==> config.mk <==
export PLATFORM = sky130hd
export DESIGN_NAME = hsi_to_rgb_converter_core
export DESIGN_NICKNAME = d
export VERILOG_FILES = /design/src/hdl/h2r_pkg.sv /design/src/hdl/hsi_to_rgb_converter_core.sv /design/src/hdl/h2r_qrom.sv
export SDC_FILE = /design/constraint.sdc
export NUM_CORES = 2
export LEC_CHECK = 0
export ABC_AREA = 1
export BUFFER_PORTS_ARGS = -buffer_cell sky130_fd_sc_hd__buf_2
export CORE_ASPECT_RATIO = 2
export CORE_UTILIZATION = 55
export CTS_CLUSTER_SIZE = 24
export DETAILED_ROUTE_END_ITERATION = 16
export PLACE_DENSITY = 0.73
export SYNTH_ARGS = -nofsm -noshare
export SYNTH_HDL_FRONTEND = slang
export SYNTH_SLANG_ARGS = --single-unit
==> constraint.sdc <==
create_clock -name clk -period 26.5 [get_ports clk]
set_clock_uncertainty 0.1 [all_clocks]
set_input_delay 1.325 -clock clk [delete_from_list [all_inputs] [get_ports clk]]
set_output_delay 1.325 -clock clk [all_outputs]
set_load 0.1 [all_outputs]
==> src/hdl/h2r_pkg.sv <==
`default_nettype none

package h2r_pkg;

    // Field widths
    localparam int HUE_W       = 12;
    localparam int SAT_W       = 11;
    localparam int INT_W       = 11;
    localparam int LEVEL_W     = 8;
    localparam int IN_TDATA_W  = 40;
    localparam int OUT_TDATA_W = 24;
    localparam int OUT_TUSER_W = 1;

    // Hue handling
    localparam int HUE_WRAP    = 3600;
    localparam int SECTOR_SPAN = 1200;
    localparam int HN_W        = 11;
    localparam int SAT_FULL    = 1024;
    localparam int IN_FRAC     = 10;
    localparam int LEVEL_MAX   = 255;

    // q table banking: 5 banks of 240 entries cover one sector
    localparam int BANK_COUNT  = 5;
    localparam int BANK_DEPTH  = 240;
    localparam int BANK_W      = 3;
    localparam int IDX_W       = 8;

    // Trig constants (Q30)
    localparam longint unsigned Q30_ONE       = 64'd1 << 30;
    localparam longint unsigned RAD_PER_TENTH = 64'd1874033;

    // Sector, named by its lead channel
    typedef enum logic [2:0] {
        SECT_RED   = 3'b001,
        SECT_GREEN = 3'b010,
        SECT_BLUE  = 3'b100
    } sector_t;

    // Shift-subtract divide, elaboration use only
    function automatic longint unsigned udiv64(longint unsigned n, longint unsigned d);
        logic [64:0]     rem;
        longint unsigned quo;
        rem = '0;
        quo = '0;
        for (int b = 63; b >= 0; b--)
        begin
            rem = {rem[63:0], n[b]};
            if (rem >= {1'b0, d})
            begin
                rem    = rem - {1'b0, d};
                quo[b] = 1'b1;
            end
        end
        return quo;
    endfunction

    function automatic longint cos_series(longint unsigned x);
        longint unsigned x2;
        longint unsigned t;
        longint          sum;
        x2  = (x * x) >> 30;
        t   = Q30_ONE;
        sum = longint'(t);
        for (int k = 1; k <= 6; k++)
        begin
            t = udiv64((t * x2) >> 30, 64'((2 * k - 1) * (2 * k)));
            if (k % 2 == 1)
                sum = sum - longint'(t);
            else
                sum = sum + longint'(t);
        end
        return sum;
    endfunction

    function automatic longint sin_series(longint unsigned x);
        longint unsigned x2;
        longint unsigned t;
        longint          sum;
        x2  = (x * x) >> 30;
        t   = x;
        sum = longint'(t);
        for (int k = 1; k <= 6; k++)
        begin
            t = udiv64((t * x2) >> 30, 64'((2 * k) * (2 * k + 1)));
            if (k % 2 == 1)
                sum = sum - longint'(t);
            else
                sum = sum + longint'(t);
        end
        return sum;
    endfunction

    // Cosine in Q30 of an angle in tenths of a degree, 0..1200
    function automatic longint cos_tenths(int a);
        longint r;
        if (a <= 600)
            r = cos_series(64'(a) * RAD_PER_TENTH);
        else if (a <= 900)
            r = sin_series(64'(900 - a) * RAD_PER_TENTH);
        else
            r = -sin_series(64'(a - 900) * RAD_PER_TENTH);
        return r;
    endfunction

endpackage

`default_nettype wire

==> src/hdl/hsi_to_rgb_converter_core.sv <==
`default_nettype none

// HSI to RGB pixel converter. Takes one pixel word per clock and returns one RGB word
// for each, through its registered stages: one input stage for hue wrap,
// saturation clamp and sector split, three stages for the banked q = cos(H)/cos(60-H)
// ratio table, two multiply/truncate pairs for S*q, I*(1-S) and I*(1+S*q) with the
// third channel formed in the second truncate stage, and the output register that
// scales by 255, rounds and saturates. The whole pipe holds on output backpressure;
// tready follows it.
// FRAC_BITS (10..24) sets the internal fixed point and the table contents.
module hsi_to_rgb_converter_core #(
    parameter int FRAC_BITS = 16
) (
    input  wire logic                              clk,
    input  wire logic                              rst_n,
    input  wire logic                              s_axis_tvalid,
    output logic                                   s_axis_tready,
    // hue_tenths[11:0], saturation_frac[22:12], intensity_frac[33:23], zero pad
    input  wire logic [h2r_pkg::IN_TDATA_W-1:0]    s_axis_tdata,
    output logic                                   m_axis_tvalid,
    input  wire logic                              m_axis_tready,
    // red_level[7:0], green_level[15:8], blue_level[23:16]
    output logic [h2r_pkg::OUT_TDATA_W-1:0]        m_axis_tdata,
    // clipped[0]
    output logic [h2r_pkg::OUT_TUSER_W-1:0]        m_axis_tuser
);
    import h2r_pkg::*;

    localparam int STAGES = 9;
    localparam int QW     = FRAC_BITS + 3;
    localparam int XW     = FRAC_BITS + 1;       // S and I in Q(F)
    localparam int PSW    = 2 * FRAC_BITS + 5;   // S*q product
    localparam int PGW    = 2 * XW;              // I*(1-S) product
    localparam int PLW    = 2 * FRAC_BITS + 6;   // I*(1+S*q) product
    localparam int CW     = FRAC_BITS + 5;       // channel, signed
    localparam int VW     = FRAC_BITS + 12;      // channel * 255
    localparam int ONE    = 1 << FRAC_BITS;
    localparam int RND    = (1 << FRAC_BITS) - 1;
    localparam int HALF   = 1 << (FRAC_BITS - 1);

    logic                adv;
    logic [STAGES-1:0]   vld_next, vld_reg;

    // Stage 1
    logic [HUE_W-1:0]    hue_in, hue_w;
    logic [SAT_W-1:0]    sat_in, sat_c;
    logic [INT_W-1:0]    int_in;
    logic [HN_W-1:0]     hn_next, hn_reg;
    sector_t             sect_next;
    sector_t             sect_reg [1:8];
    logic [SAT_W-1:0]    sat_reg  [1:4];
    logic [INT_W-1:0]    int_reg  [1:4];

    // Stages 4..8
    logic signed [QW-1:0]  q;
    logic [XW-1:0]         sq4, iq4, one_minus;
    logic signed [PSW-1:0] prod_sq_next, prod_sq_reg;
    logic [PGW-1:0]        prod_lag_next, prod_lag_reg;
    logic [XW-1:0]         iq_reg [5:7];
    logic [PSW-1:0]        adj_sq;
    logic [QW-1:0]         sqp_next, sqp_reg;
    logic [XW-1:0]         lag_next, lag_reg6, lag_reg7, lag_reg8;
    logic [QW:0]           one_plus;
    logic signed [PLW-1:0] prod_lead_next, prod_lead_reg;
    logic [PLW-1:0]        adj_lead;
    logic [FRAC_BITS+3:0]  lead_s;
    logic [FRAC_BITS+2:0]  lead_next, lead_reg;
    logic [CW-1:0]         third_next, third_reg;

    // Stage 9
    logic [CW-1:0]         ch [3];
    logic [VW-1:0]         scaled [3];
    logic [LEVEL_W-1:0]    lvl_next [3];
    logic [LEVEL_W-1:0]    lvl_reg  [3];
    logic                  clip_next, clip_reg;

    // Pipe advances unless the output word is stalled
    assign adv           = !vld_reg[STAGES-1] || m_axis_tready;
    assign s_axis_tready = adv;
    assign vld_next      = {vld_reg[STAGES-2:0], s_axis_tvalid};

    // Stage 1: wrap, clamp, sector split
    always_comb
    begin
        hue_in = s_axis_tdata[HUE_W-1:0];
        sat_in = s_axis_tdata[HUE_W +: SAT_W];
        int_in = s_axis_tdata[HUE_W+SAT_W +: INT_W];
        hue_w  = (hue_in >= HUE_W'(HUE_WRAP)) ? hue_in - HUE_W'(HUE_WRAP) : hue_in;
        sat_c  = (sat_in > SAT_W'(SAT_FULL)) ? SAT_W'(SAT_FULL) : sat_in;
        if (hue_w >= HUE_W'(2 * SECTOR_SPAN))
        begin
            sect_next = SECT_BLUE;
            hn_next   = HN_W'(hue_w - HUE_W'(2 * SECTOR_SPAN));
        end
        else if (hue_w >= HUE_W'(SECTOR_SPAN))
        begin
            sect_next = SECT_GREEN;
            hn_next   = HN_W'(hue_w - HUE_W'(SECTOR_SPAN));
        end
        else
        begin
            sect_next = SECT_RED;
            hn_next   = HN_W'(hue_w);
        end
    end

    h2r_qrom #(
        .FRAC_BITS (FRAC_BITS)
    ) u_qrom (
        .clk (clk),
        .adv (adv),
        .hn  (hn_reg),
        .q   (q)
    );

    // Stage 5: S*q and I*(1-S)
    always_comb
    begin
        sq4           = XW'(sat_reg[4]) << (FRAC_BITS - IN_FRAC);
        iq4           = XW'(int_reg[4]) << (FRAC_BITS - IN_FRAC);
        one_minus     = XW'(ONE) - sq4;
        prod_sq_next  = $signed({1'b0, sq4}) * q;
        prod_lag_next = iq4 * one_minus;
    end

    // Stage 6: truncate toward zero
    always_comb
    begin
        adj_sq   = prod_sq_reg + (prod_sq_reg[PSW-1] ? PSW'(RND) : PSW'(0));
        sqp_next = adj_sq[FRAC_BITS +: QW];
        lag_next = prod_lag_reg[FRAC_BITS +: XW];
    end

    // Stage 7: I*(1+S*q)
    always_comb
    begin
        one_plus       = (QW+1)'(ONE) + {sqp_reg[QW-1], sqp_reg};
        prod_lead_next = $signed({1'b0, iq_reg[6]}) * $signed(one_plus);
    end

    // Stage 8: lead clamp and third channel
    always_comb
    begin
        adj_lead   = prod_lead_reg + (prod_lead_reg[PLW-1] ? PLW'(RND) : PLW'(0));
        lead_s     = adj_lead[FRAC_BITS +: FRAC_BITS+4];
        lead_next  = lead_s[FRAC_BITS+3] ? '0 : lead_s[FRAC_BITS+2:0];
        third_next = (CW'(iq_reg[7]) << 1) + CW'(iq_reg[7]) - CW'(lead_next) - CW'(lag_reg7);
    end

    // Stage 9: channel order, scale, round, saturate
    always_comb
    begin
        case (sect_reg[8])
            SECT_RED:
            begin
                ch[0] = CW'(lead_reg); ch[1] = third_reg;       ch[2] = CW'(lag_reg8);
            end
            SECT_GREEN:
            begin
                ch[0] = CW'(lag_reg8); ch[1] = CW'(lead_reg);   ch[2] = third_reg;
            end
            SECT_BLUE:
            begin
                ch[0] = third_reg;     ch[1] = CW'(lag_reg8);   ch[2] = CW'(lead_reg);
            end
            default:
            begin
                ch[0] = CW'(lead_reg); ch[1] = third_reg;       ch[2] = CW'(lag_reg8);
            end
        endcase
        clip_next = 1'b0;
        for (int k = 0; k < 3; k++)
        begin
            scaled[k] = VW'(ch[k][CW-2:0]) * VW'(LEVEL_MAX) + VW'(HALF);
            if (ch[k][CW-1])
                lvl_next[k] = '0;
            else if (scaled[k][VW-1:FRAC_BITS] > 12'(LEVEL_MAX))
            begin
                lvl_next[k] = LEVEL_W'(LEVEL_MAX);
                clip_next   = 1'b1;
            end
            else
                lvl_next[k] = scaled[k][FRAC_BITS +: LEVEL_W];
        end
    end

    // Valid bits
    always_ff @(posedge clk or negedge rst_n)
    begin
        if (!rst_n)
            vld_reg <= '0;
        else if (adv)
            vld_reg <= vld_next;
    end

    // Payload pipe
    always_ff @(posedge clk)
    begin
        if (adv)
        begin
            hn_reg        <= hn_next;
            sect_reg[1]   <= sect_next;
            sat_reg[1]    <= sat_c;
            int_reg[1]    <= int_in;
            for (int s = 2; s <= 4; s++)
            begin
                sat_reg[s] <= sat_reg[s-1];
                int_reg[s] <= int_reg[s-1];
            end
            for (int s = 2; s <= 8; s++)
                sect_reg[s] <= sect_reg[s-1];
            prod_sq_reg   <= prod_sq_next;
            prod_lag_reg  <= prod_lag_next;
            iq_reg[5]     <= iq4;
            sqp_reg       <= sqp_next;
            lag_reg6      <= lag_next;
            iq_reg[6]     <= iq_reg[5];
            prod_lead_reg <= prod_lead_next;
            lag_reg7      <= lag_reg6;
            iq_reg[7]     <= iq_reg[6];
            lead_reg      <= lead_next;
            third_reg     <= third_next;
            lag_reg8      <= lag_reg7;
            lvl_reg       <= lvl_next;
            clip_reg      <= clip_next;
        end
    end

    assign m_axis_tvalid = vld_reg[STAGES-1];
    assign m_axis_tdata  = {lvl_reg[2], lvl_reg[1], lvl_reg[0]};
    assign m_axis_tuser  = clip_reg;

    // Assertions
    a_accept_enters: assert property (@(posedge clk) disable iff (!rst_n)
        s_axis_tvalid && s_axis_tready |=> vld_reg[0])
        else $error("accepted word did not enter stage 1");

    a_clip_saturates: assert property (@(posedge clk) disable iff (!rst_n)
        m_axis_tvalid && m_axis_tuser[0] |->
            (lvl_reg[0] == LEVEL_W'(LEVEL_MAX) || lvl_reg[1] == LEVEL_W'(LEVEL_MAX) ||
             lvl_reg[2] == LEVEL_W'(LEVEL_MAX)))
        else $error("clip set without a saturated channel");

    a_q_range: assert property (@(posedge clk) disable iff (!rst_n)
        vld_reg[3] |-> (q <= $signed(QW'(2 * ONE)) && q >= -$signed(QW'(ONE))))
        else $error("table ratio out of range");

endmodule

`default_nettype wire

==> src/hdl/h2r_qrom.sv <==
`default_nettype none

// Ratio table q(hn) = cos(hn) / cos(60 - hn) in Q(FRAC_BITS), three register stages
module h2r_qrom #(
    parameter int FRAC_BITS = 16
) (
    input  wire logic                          clk,
    input  wire logic                          adv,
    input  wire logic [h2r_pkg::HN_W-1:0]      hn,
    output logic signed [FRAC_BITS+2:0]        q
);
    import h2r_pkg::*;

    localparam int QW = FRAC_BITS + 3;

    function automatic logic [QW-1:0] q_entry(int h);
        longint c1;
        longint c2;
        longint num;
        longint mag;
        int     d;
        logic   neg;
        c1  = cos_tenths(h);
        d   = (h <= 600) ? (600 - h) : (h - 600);
        c2  = cos_tenths(d);
        if (c2 <= 0)
            c2 = 1;
        num = c1 <<< FRAC_BITS;
        neg = (num < 0);
        mag = longint'(udiv64(64'(neg ? -num : num), 64'(c2)));
        return QW'(neg ? -mag : mag);
    endfunction

    function automatic logic [BANK_DEPTH*QW-1:0] bank_bits(int b);
        logic [BANK_DEPTH*QW-1:0] r;
        r = '0;
        for (int j = 0; j < BANK_DEPTH; j++)
            r[j*QW +: QW] = q_entry(b * BANK_DEPTH + j);
        return r;
    endfunction

    localparam logic [BANK_DEPTH*QW-1:0] BANK0 = bank_bits(0);
    localparam logic [BANK_DEPTH*QW-1:0] BANK1 = bank_bits(1);
    localparam logic [BANK_DEPTH*QW-1:0] BANK2 = bank_bits(2);
    localparam logic [BANK_DEPTH*QW-1:0] BANK3 = bank_bits(3);
    localparam logic [BANK_DEPTH*QW-1:0] BANK4 = bank_bits(4);

    logic [BANK_W-1:0] bank_next, bank_reg, bank_b_reg;
    logic [IDX_W-1:0]  idx_next, idx_reg;
    logic [QW-1:0]     rd_reg [BANK_COUNT];
    logic [QW-1:0]     q_next, q_reg;

    // Stage A: bank and offset
    always_comb
    begin
        if (hn >= HN_W'(4 * BANK_DEPTH))
            bank_next = BANK_W'(4);
        else if (hn >= HN_W'(3 * BANK_DEPTH))
            bank_next = BANK_W'(3);
        else if (hn >= HN_W'(2 * BANK_DEPTH))
            bank_next = BANK_W'(2);
        else if (hn >= HN_W'(BANK_DEPTH))
            bank_next = BANK_W'(1);
        else
            bank_next = BANK_W'(0);
        idx_next = IDX_W'(hn - HN_W'(int'(bank_next) * BANK_DEPTH));
    end

    // Stage C: bank select
    always_comb
    begin
        case (bank_b_reg)
            BANK_W'(0): q_next = rd_reg[0];
            BANK_W'(1): q_next = rd_reg[1];
            BANK_W'(2): q_next = rd_reg[2];
            BANK_W'(3): q_next = rd_reg[3];
            BANK_W'(4): q_next = rd_reg[4];
            default:    q_next = rd_reg[0];
        endcase
    end

    always_ff @(posedge clk)
    begin
        if (adv)
        begin
            bank_reg   <= bank_next;
            idx_reg    <= idx_next;
            // Stage B: one read per bank
            rd_reg[0]  <= BANK0[int'(idx_reg)*QW +: QW];
            rd_reg[1]  <= BANK1[int'(idx_reg)*QW +: QW];
            rd_reg[2]  <= BANK2[int'(idx_reg)*QW +: QW];
            rd_reg[3]  <= BANK3[int'(idx_reg)*QW +: QW];
            rd_reg[4]  <= BANK4[int'(idx_reg)*QW +: QW];
            bank_b_reg <= bank_reg;
            q_reg      <= q_next;
        end
    end

    assign q = $signed(q_reg);

endmodule

`default_nettype wire

==> flow_summary_export.csv, run 1 <==
group,metric,value,unit
outcome,outcome,"did not finish",
outcome,stop_stage,"global routing (5_1_grt)",
outcome,stop_error,"[ERROR GRT-0116] Global routing finished with congestion. Check the congestion regions in the DRC Viewer.",
place,dpl.cell_count,9281,
floorplan,start_util,55.4,%
synthesis,synthCells,7820,
clock_network,post_cts.repair.setup_buffers,0,
clock_network,cts.sinks,492,
synthesis,syn_area,0.0637,sq mm
synthesis,synthArstFlopShare,1.83,%
floorplan,die_w,243,um
floorplan,io_pins,71,
synthesis,synth.ff_latch_count,492,
global_routing,grt_max_degree,136,
synthesis,syn_nets,9110,
clock_network,numCtsBuffers,48,
place,gp_congestion,1.28,
clock_network,clock_path_buffers,3,
synthesis,yosys.area.top_type_share,23.2,%
synthesis,yosys.area_share.simple,15.4,%
place,placed_cell_area,0.0662,sq mm
place,io_buffer_count,64,
floorplan,die_h,483,um
synthesis,synth_cell_types,81,
synthesis,synth_edf_count,483,
global_routing,grt_pass1_wl,611,mm
synthesis,synth.yosys.seq_area_share,23.1,%
synthesis,synth_adder_area_share,33.2,%
clock_network,root_buffer,"clkbuf_16",
synthesis,synth_top_family_by_area,"adder cells",
synthesis,muxShareOfSynthArea,0.0177,%
global_routing,grtUsageTotal,71.5,%
synthesis,avgSynthCellArea,8.14,sq um
synthesis,synthTopCellsByArea,"fa_1, edfxtp_1, inv_1",
synthesis,synth_largest_area_cell,"fa_1",
synthesis,synth-main-ff-cell,"edfxtp_1",
global_routing,overflow,718,
clock_network,cts.repair.resized,0,
place,dp_hpwl,257,mm
synthesis,synth_xor_area_share,2.49,%
synthesis,synth-compound-area-share,13.3,%
clock_network,cts_hold_buf,0,
clock_network,h-tree-depth,2,
floorplan,rows,176,
synthesis,yosysWarnings,0,
global_routing,grt_pass1_vias,74540,
[through the flow]
stage	utilization, %	hold slack (ns)	setup slack [ns]
2_1_floorplan	-	0.300	9.60
3_3_place_gp	57.6	0.300	19.16
3_5_place_dp	57.6	0.305	19.04
4_1_cts	58.9	0.311	19.01
[cells in the mapped netlist, types with 6 or more instances]
cell type,number
o31ai_1,16
nand2_2,13
nor4_1,23
o211ai_1,56
a21boi_0,7
o21bai_1,13
a21o_1,15
a31oi_1,39
edfxtp_1,483
inv_2,27
o221ai_1,63
o41ai_1,15
o32ai_1,7
o311ai_0,20
xor2_1,112
ha_1,509
nand4_1,60
o21a_1,10
o22ai_1,62
clkinv_1,7
a21oi_1,514
a221oi_1,44
inv_1,1796
or2_2,14
nor2_2,14
buf_2,29
buf_1,37
fa_1,737
nor3_1,83
nor2_1,538
o2111ai_1,34
a211oi_1,28
nand2_1,1423
a22oi_1,6
a2111oi_0,13
nand3_1,185
dfrtp_1,9
xnor2_1,60
o21ai_0,392
clkbuf_1,201
o21ai_1,23
[cells by family after synthesis]
kind of cell             after synthesis
adder cells (fa/ha/maj)             1246
multiplexers                           1
XOR/XNOR                             176
AND/OR/NAND/NOR                     2388
buffers and inverters               2102
AO/OA/AOI/OAI                       1415
flip-flops                           492
[per-layer routing]
metal	overflow	GRT usage, %
met5	0	17.6
met3	12	50.4
met2	404	93.0
met1	0	68.7
met4	302	77.3
==> run 2: changes to the inputs <==
- CORE_ASPECT_RATIO: 2 -> unset
- CORE_UTILIZATION: 55 -> 40
- CTS_CLUSTER_SIZE: 24 -> unset
- PLACE_DENSITY: 0.73 -> unset
- PLACE_DENSITY_LB_ADDON: unset -> 0.15
==> run 2 against run 1 <==
The flow now finishes, with violations (capacitance limit, slew limit). Synthesized cell count stayed put. Area after synthesis did not move.
==> flow_summary_export.csv, run 2 <==
group,metric,value,unit
synthesis,synthTopCellsByArea,"fa_1, edfxtp_1, inv_1",
global_routing,grtUsageTotal,36.1,%
timing,rsz0062_at_grt,"false",
global_routing,overflow,0,
floorplan,io_pins,71,
layout,instances_no_fill,9959,
setup_path,reg2reg_from,"sect_reg[0][24]",
detailed_routing,postRouteAntennaNets,0,
clock_network,insertion_delay,0.71,ns
setup_path,endpoint_kind,"flop",
place,gp_congestion,1.07,
setup_path,startpoint_type,"flop",
setup_path,worstPathRequired,26.81,ns
detailed_routing,wl_per_cell,29.4,um
clock_network,cts_tree,"built",
setup_path,worstPathMaxFanout,57,
setup_path,arrival,7.90,ns
clock_network,h-tree-depth,2,
detailed_routing,wirelength,292,mm
clock_network,cts.repair.resized,0,
synthesis,synth.ff_latch_count,492,
synthesis,avgSynthCellArea,8.14,sq um
detailed_routing,vias,57015,
detailed_routing,drcViolationCount,0,
setup_path,path_class,"flop to flop",
global_routing,grt_max_degree,83,
synthesis,synth_largest_area_cell,"fa_1",
clock_network,clock_path_buffers,3,
synthesis,synthCells,7820,
global_routing,grt_pass1_wl,415,mm
synthesis,syn_area,0.0637,sq mm
timing,fin_crit_sh,28.6,%
clock_network,post_cts.repair.setup_buffers,0,
synthesis,synth.yosys.seq_area_share,23.1,%
floorplan,die_h,401,um
clock_network,numCtsBuffers,61,
clock_network,cts.sinks,492,
clock_network,root_buffer,"clkbuf_16",
synthesis,synth-main-ff-cell,"edfxtp_1",
timing,setup_tns,0,ns
global_routing,antenna_found_initial,35,
layout,syn_to_final_growth,8.11,%
timing,slew_headroom,-3.95,%
timing,drv_slew,13,
floorplan,start_util,40.3,%
outcome,violations,"capacitance limit, slew limit",
outcome,outcome,"finished, violations left",
floorplan,rows,146,
run,drv_cap,2,
synthesis,synth_edf_count,483,
detailed_routing,drt_iter0_drc,6196,
detailed_routing,dr.pass1.iters,6,
layout,final_common_cell,"inv_1",
clock_network,cts_hold_buf,0,
layout,largest_reg_flops,82,
synthesis,yosysWarnings,0,
synthesis,yosys.area.top_type_share,23.2,%
timing,setup_viol,0,
place,io_buffer_count,64,
layout,final_nets,9112,
synthesis,syn_nets,9110,
timing,max_freq,132,MHz
timing,period_minus_slack,7.59,ns
synthesis,synth_most_common_cell,"inv_1",
timing,worst_pin_slew,1.55,ns
setup_path,timing.rr.end,"m_axis_tdata[14]",
floorplan,die_area,0.161,sq mm
place,dpl.cell_count,9831,
floorplan,die_w,401,um
synthesis,synth_cell_types,81,
worst_hold_path,hold_path_end,"sect_reg[0][23]",
global_routing,grt_pass1_vias,56820,
setup_path,rr_worst_depth,26,
place,dp_hpwl,228,mm
floorplan,core_area,0.158,sq mm
worst_hold_path,min_from,"sect_reg[0][20]",
worst_hold_path,hold_class,"flop to flop",
synthesis,synthArstFlopShare,1.83,%
setup_path,rrSetupSlack,18.91,ns
layout,layout-drive-gt1-share,5.51,%
worst_hold_path,hold_depth,0,
detailed_routing,vias_per_cell,5.72,
clock_network,clk_pin_slew,0.06,ns
timing,hold_violations,0,
layout,layout_common_cells,"inv_1, nand2_1, fa_1",
synthesis,synthTopCellsByCount,"inv_1, nand2_1, fa_1, nor2_1, a21oi_1",
## run 2: logic make-up (layout without fill, tap and decap cells)
| kind of cell | after synthesis | count (layout) | share of synthesized area, % |
|---|---|---|---|
| xor gates and xnor gates | 176 | 176 | 2.49 |
| buffers and inverters | 2102 | 2154 | 12.5 |
| other | 0 | 15 | 0 |
| adders and majority gates | 1246 | 1246 | 33.2 |
| muxes | 1 | 1 | 0.0177 |
| AOI/OAI and AO/OA | 1415 | 1415 | 13.3 |
| and+or+nand+nor | 2388 | 2388 | 15.4 |
| DFF | 492 | 492 | 23.1 |
## run 2: worst max path at each step
| stage | startpoint | end | slack [ns] | depth (start not counted) |
|---|---|---|---|---|
| 6_report | sect_reg[0][24] | m_axis_tdata[14] | 18.91 | 26 |
| 5_1_grt | sect_reg[0][24] | m_axis_tdata[14] | 18.40 | 28 |
| 4_1_cts | sect_reg[0][24] | m_axis_tdata[14] | 18.87 | 26 |
| 3_5_place_dp | sect_reg[0][24] | m_axis_tdata[14] | 18.92 | 26 |
| 3_3_place_gp | sect_reg[0][24] | m_axis_tdata[14] | 18.91 | 26 |
| 2_1_floorplan | m_axis_tready | s_axis_tready | 9.60 | 3 |
## run 2: area by class of cell
| cell class | count | area [sq um] |
|---|---|---|
| Clock buffer | 67 | 1550 |
| Inverter | 1831 | 6880 |
| Multi-Input combinational cell | 5226 | 41100 |
| Fill cell | 16051 | 89400 |
| Tap cell | 2072 | 2590 |
| Clock inverter | 46 | 527 |
| Sequential cell | 492 | 14700 |
| Antenna cell | 15 | 37.5 |
| Timing Repair Buffer | 210 | 1440 |
## run 2: critical path: stages (launching register included)
cell,delay [ns]
edfxtp_1,0.40
nor2_1,0.13
nand2_2,0.05
buf_4,0.27
inv_1,0.24
nor2_4,0.06
buf_4,0.31
a21oi_1,0.72
inv_1,0.28
fa_1,0.65
inv_1,0.08
fa_1,0.53
inv_1,0.05
fa_1,0.53
inv_1,0.05
fa_1,0.53
inv_1,0.04
ha_1,0.36
a21oi_1,0.22
a21boi_0,0.18
o21ai_0,0.16
a221oi_1,0.35
nand3_1,0.11
a21oi_1,0.47
nand2_1,0.11
nand2_1,0.15
o21ai_1,0.09
## run 2: metal layers
layer	routed length, um	track usage, %	vias to the layer above
met3	24400	7.60	842
met1	119000	46.6	28293
met5	170	0	-
li1	-	-	25097
met4	21300	21.7	24
met2	127000	55.5	2759
## run 2: through the flow
stage	util [%]	hold slack (ns)	setup WS (ns)	cell area (sq um)
CTS	43.5	0.274	18.87	68800
finish	43.5	0.290	18.91	68800
global route	43.5	0.288	18.40	68800
detailed placement	42.2	0.305	18.92	66700
floorplan	-	0.300	9.60	63700
global placement	42.2	0.300	18.91	66700
Power of run 2 is left out: the tool's default activity adds up to more than one toggle a clock period on the data nets, which glitch-free logic cannot reach.
